File: config.mk
export PLATFORM = sky130hd
export DESIGN_NAME = pltd_row_buf
export DESIGN_NICKNAME = d
export VERILOG_FILES = /design/src/hdl/pltd_pkg.sv /design/src/hdl/pltd_row_buf.sv
export SDC_FILE = /design/constraint.sdc
export NUM_CORES = 1
export LEC_CHECK = 0
export BUFFER_PORTS_ARGS = -buffer_cell sky130_fd_sc_hd__buf_4
export CELL_PAD_IN_SITES_DETAIL_PLACEMENT = 1
export CELL_PAD_IN_SITES_GLOBAL_PLACEMENT = 2
export CORE_UTILIZATION = 32
export DETAILED_ROUTE_END_ITERATION = 12
export PLACE_DENSITY = 0.54
export SYNTH_ARGS = -nofsm -noshare
export SYNTH_HDL_FRONTEND = slang
export SYNTH_SLANG_ARGS = --single-unit
File: constraint.sdc
create_clock -name clk -period 9.08 [get_ports clk]
set_input_delay 1.816 -clock clk [delete_from_list [all_inputs] [get_ports clk]]
set_output_delay 1.816 -clock clk [all_outputs]
set_load 0.005 [all_outputs]
File: src/hdl/pltd_pkg.sv
// shared types, constants and helpers for the planar tile dedup encoder
`timescale 1ns / 1ps

package pltd_pkg;

  // capacity of the unique tile store, in tiles
  localparam int MAX_TILES = 1024;

  // geometry of one cell
  localparam int ROWS     = 8;
  localparam int ROW_W    = $clog2(ROWS);
  localparam int PIX_W    = 4;
  localparam int WORD_W   = 32;

  // width of the tile index field on the result port
  localparam int IDX_W    = 10;

  // store addressing and tile counting
  localparam int TILE_W   = (MAX_TILES > 1) ? $clog2(MAX_TILES) : 1;
  localparam int CNT_W    = $clog2(MAX_TILES + 1);
  localparam int ADDR_W   = TILE_W + ROW_W;
  localparam int DEPTH    = MAX_TILES * ROWS;

  localparam logic [ROW_W-1:0] ROW_LAST = ROW_W'(ROWS - 1);

  // one row of palette indices, element 0 is the leftmost pixel
  typedef logic [ROWS-1:0][PIX_W-1:0] row_pix_t;

  // sequencer states
  typedef enum logic [3:0] {
    ST_ROWS   = 4'b0001,
    ST_SEARCH = 4'b0010,
    ST_STORE  = 4'b0100,
    ST_MAP    = 4'b1000
  } state_t;

  // access request to the tile store
  typedef struct packed {
    logic              we;
    logic [ADDR_W-1:0] waddr;
    logic [WORD_W-1:0] wdata;
    logic [ADDR_W-1:0] raddr;
  } store_req_t;

  // pack one row into planar form: plane p in byte p, leftmost pixel in the msb
  function automatic logic [WORD_W-1:0] pack_row(input row_pix_t pix);
    logic [WORD_W-1:0] word;
    word = '0;
    for (int col = 0; col < ROWS; col++) begin
      for (int p = 0; p < PIX_W; p++) begin
        word[p * 8 + (ROWS - 1 - col)] = pix[col][p];
      end
    end
    return word;
  endfunction

  // tile number as it shows on the result port, low bits kept
  function automatic logic [IDX_W-1:0] out_index(input logic [CNT_W-1:0] u);
    logic [CNT_W+IDX_W-1:0] wide;
    wide = (CNT_W + IDX_W)'(u);
    return wide[IDX_W-1:0];
  endfunction

endpackage

File: src/hdl/pltd_row_buf.sv
// row buffer: packs incoming rows to planar words and holds the current cell
`timescale 1ns / 1ps

module pltd_row_buf (
  input  logic                     clk,
  input  logic                     we,
  input  logic [pltd_pkg::ROW_W-1:0]  widx,
  input  pltd_pkg::row_pix_t        pix,
  input  logic [pltd_pkg::ROW_W-1:0]  ridx,
  output logic [pltd_pkg::WORD_W-1:0] rdata
);
  import pltd_pkg::*;

  logic [WORD_W-1:0] rows_r [ROWS];

  // planar packing on the way in
  always_ff @(posedge clk) begin
    if (we) begin
      rows_r[widx] <= pack_row(pix);
    end
  end

  // single read port
  assign rdata = rows_r[ridx];

endmodule

# Word-level counts from Yosys, hierarchy flattened
# Memory sizes are Yosys's and may differ from the RTL's.
# Index checks and enable logic that the tools add are counted.
dict set report totals {
  regBits 0
  latch_bits 0
  ramBits 256
  rom_bits 0
  inputBits 40
  out_inout_bits 32
  wordCells 3
  n_memories 1
}
dict set report op_classes {
  addsub 0
  multipliers 0
  n_div 0
  order_cmp 0
  eq_ne 0
  n_shift 0
  n_mux 2
  n_bitwise 0
  reduce_logical 0
}
# name depth word_bits read_ports rd_ports_with_merged_regs write_ports line_no
set mem_list {}
lappend mem_list {rows_r 8 32 1 0 1 pltd_row_buf.sv:14} ;# logic [WORD_W-1:0] rows_r [ROWS];
# operator n
set ops {}
lappend ops {{$mux 1} 2}

# Longest topological paths before layout
dict set report depth {
  word_depth 2
  depth_mapped 4
  depth_no_buf 2
}

# Worst setup path after synthesis
# OpenSTA, ideal clock, no wires.
dict set report synth_path {
  kind {input to output}
  start {in ridx[0] (netlist bit)}
  end {out rdata[11] (netlist bit)}
  arrival_time_ns 2.919
  required_ns 7.264
  path_slack_ns 4.345
  path_stages 4
  path_buffers 2
  cell_sequence {buf_6 -> buf_6 -> mux4_1 -> mux2_2}
}
dict set report synth_between {
  elab_chain_len 1
}
# element line_no
set synth_rtl {}
lappend synth_rtl {{from (decl)} pltd_row_buf.sv:9} ;# input logic [pltd_pkg::ROW_W-1:0] ridx,
lappend synth_rtl {{$mem_v2 8x32} n/a}
lappend synth_rtl {{to (decl)} pltd_row_buf.sv:10} ;# output logic [pltd_pkg::WORD_W-1:0] rdata
# Every way passes these cells.

# Worst setup path after layout
dict set report layout_path {
  start {in ridx[0] (netlist bit)}
  end {out rdata[25] (netlist bit)}
}
# The elaborated chain is that of the path after synthesis.

==> impl_results.md <==
* Fill count at 2844
* DRT iter0 DRCs at 179
* Final Cycle Share at 64.6%
* CTS tree: yes
* Slew @ Worst Pin at 0.900 ns
* Min Tclk post-route at 5.87 ns
* Largest net degree at the start of global routing at 65
* First-pass GRT wire length at 29800 µm
* CTS Buf Count at 27
* Crit path required time at 7.26 ns
* Die Height at 177 µm
* Cells after Synth at 383
* Largest register FFs at 256
* Floorplan row count at 63
* Hold_buf cts at 0
* Core box area at 30000 µm²
* Synthesized area per cell at 25.7 µm²
* Routed Antenna Nets at 0
* Max incr delay on CP at 0.66 ns
* Total gr overflow at 0
* Critical Path Sink Type: output port
* Antenna fix cells at 0
* Max IR drop VDD at 0.000123 V
* Leak pwr at 3.84 nW
* Cell Pwr Density at 216 nW/µm²
* Final Util at 39.0%
* Clk pin slew, worst setup/hold paths at 0.06 ns
* Crit Path Category: primary input to output port
* Worst min path class: primary input to flip-flop
* Crit-path max FO at 35
* Top flop regs: rows_r: 256 flops
* Outcome: finished clean
* Final GP Congestion at 0.649
* Register area share after synthesis at 78.2%
* Total Wirelength at 19800 µm
* Setup_tns at 0 ns
* Reg area at 7690 µm²
* Fraction of layout instances using a drive strength above 1 at 36.2%
* Die area at 31400 µm²
* Starting Density at 32.8%
* Die width at 177 µm
* Htree depth at 1
* Multi-input gate area in the final layout at 2070 µm²
* GRT Resource Usage Total at 13.0%
* Post-CTS resize count at 0
* Fin. max-slew vios at 0
* F_max at 170 MHz
* WL per Instance at 22.4 µm
* Syn_nets at 423
* Postcts setup bufs at 0
* Most flop-heavy register: rows_r
* Synth warn at 0
* CP arrival at 4.05 ns
* Vias in the first global route at 4869
* Flops & latches, synth at 256
* CTS Sinks at 256
* Synthesized area at 9830 µm²
* Area growth, synth to finish at 18.7%
* Clock root buffer: clkbuf_16
* Max clock buf depth at 3
* First drt pass iteration count at 6
* # DRC at 0
* Via count at 4255
* Critical path cell sequence: buf_4, buf_4, mux4_1, mux2_2, buf_4
* Most frequent cells in the layout: edfxtp_1, buf_4, mux4_1
* Initial antenna violation count at 0
* Max Cap Viol at 0
* Layout net count at 514
* Port bufs at 71
* Slowest CP cell: mux4_1
* DR vias/cell at 4.81
* Commonest non-fill, non-tap cell in the layout: edfxtp_1
* Hold Fails Final Rpt at 0
* Crit start category: primary input
* Worst path most repeated cell: buf_4
* Setup violators final at 0
* Unrepaired setup endpoints after global routing: false
* Yosys cell types at 12
* Io pins at 72
* Slew headroom at 40.0%
-- cell families (layout without fill, tap and decap cells) --
kind of cell / count (synthesis) / in the layout / synth area share, %
DFF: 256 / 256 / 78.2
buffers and inverters: 18 / 130 / 1.30
and+or+nand+nor: 13 / 13 / 0.599
muxes: 96 / 96 / 19.9
-- through the flow --
step           worst slack (ns)  area (µm²)  hold slack, ns  total power [mW]  cells
2_1_floorplan              4.35        9830            1.91              1.45    383
3_5_place_dp               3.11       10800            2.05              1.53    835
3_3_place_gp               3.13       10800            2.04              1.52    835
6_report                   3.21       11700            1.52              2.52    885
4_1_cts                    3.10       11700            1.50              2.56    885
5_1_grt                    3.04       11700            1.50              2.61    885
-- final timing paths --
kind	start	endpoint	slack [ns]	depth (start not counted)
min	pix[21]	rows_r[1][10]$_DFFE_PP_	1.52	1
max	ridx[0]	rdata[25]	3.21	5
-- cells in the mapped netlist --
| library cell | number | area share [%] |
|---|---|---|
| nor2_1 | 6 | 0.23 |
| nor3_1 | 2 | 0.10 |
| mux2_2 | 32 | 3.7 |
| nand2b_1 | 3 | 0.19 |
| buf_6 | 7 | 0.80 |
| mux4_2 | 24 | 5.5 |
| buf_2 | 6 | 0.31 |
| edfxtp_1 | 256 | 78 |
| clkbuf_1 | 1 | 0.038 |
| mux4_1 | 40 | 11 |
| nand2_1 | 2 | 0.076 |
| buf_1 | 4 | 0.15 |
-- metal layers --
metal	GRT usage (%)	up-vias	share of wire (%)
met5	0	-	0
met4	3.13	0	1.4
met3	2.53	21	3.8
met2	21.8	78	49
met1	17.3	2292	45
li1	-	1864	-
-- where the power goes --
part	leakage (nW)	total, mW	switching, mW	internal, mW
clock network	0.405	1.02	0.419	0.602
registers	2.33	1.35	0.00759	1.34
logic	1.11	0.151	0.0735	0.0775
total	3.84	2.52	0.500	2.02
-- critical path, delay by kind of cell --
family,cells,cell delay [ns]
multiplexers,2,0.96
buffers and inverters,3,1.23
-- final cells by class --
type,instances,area share [%]
clock buffers,35,6.05
clock inverters,15,1.03
multi-input cells,109,17.7
flip-flops and latches,256,65.9
well taps,390,4.18
repair buffers,80,5.15
Note: power is estimated with default switching activity, not from simulation.
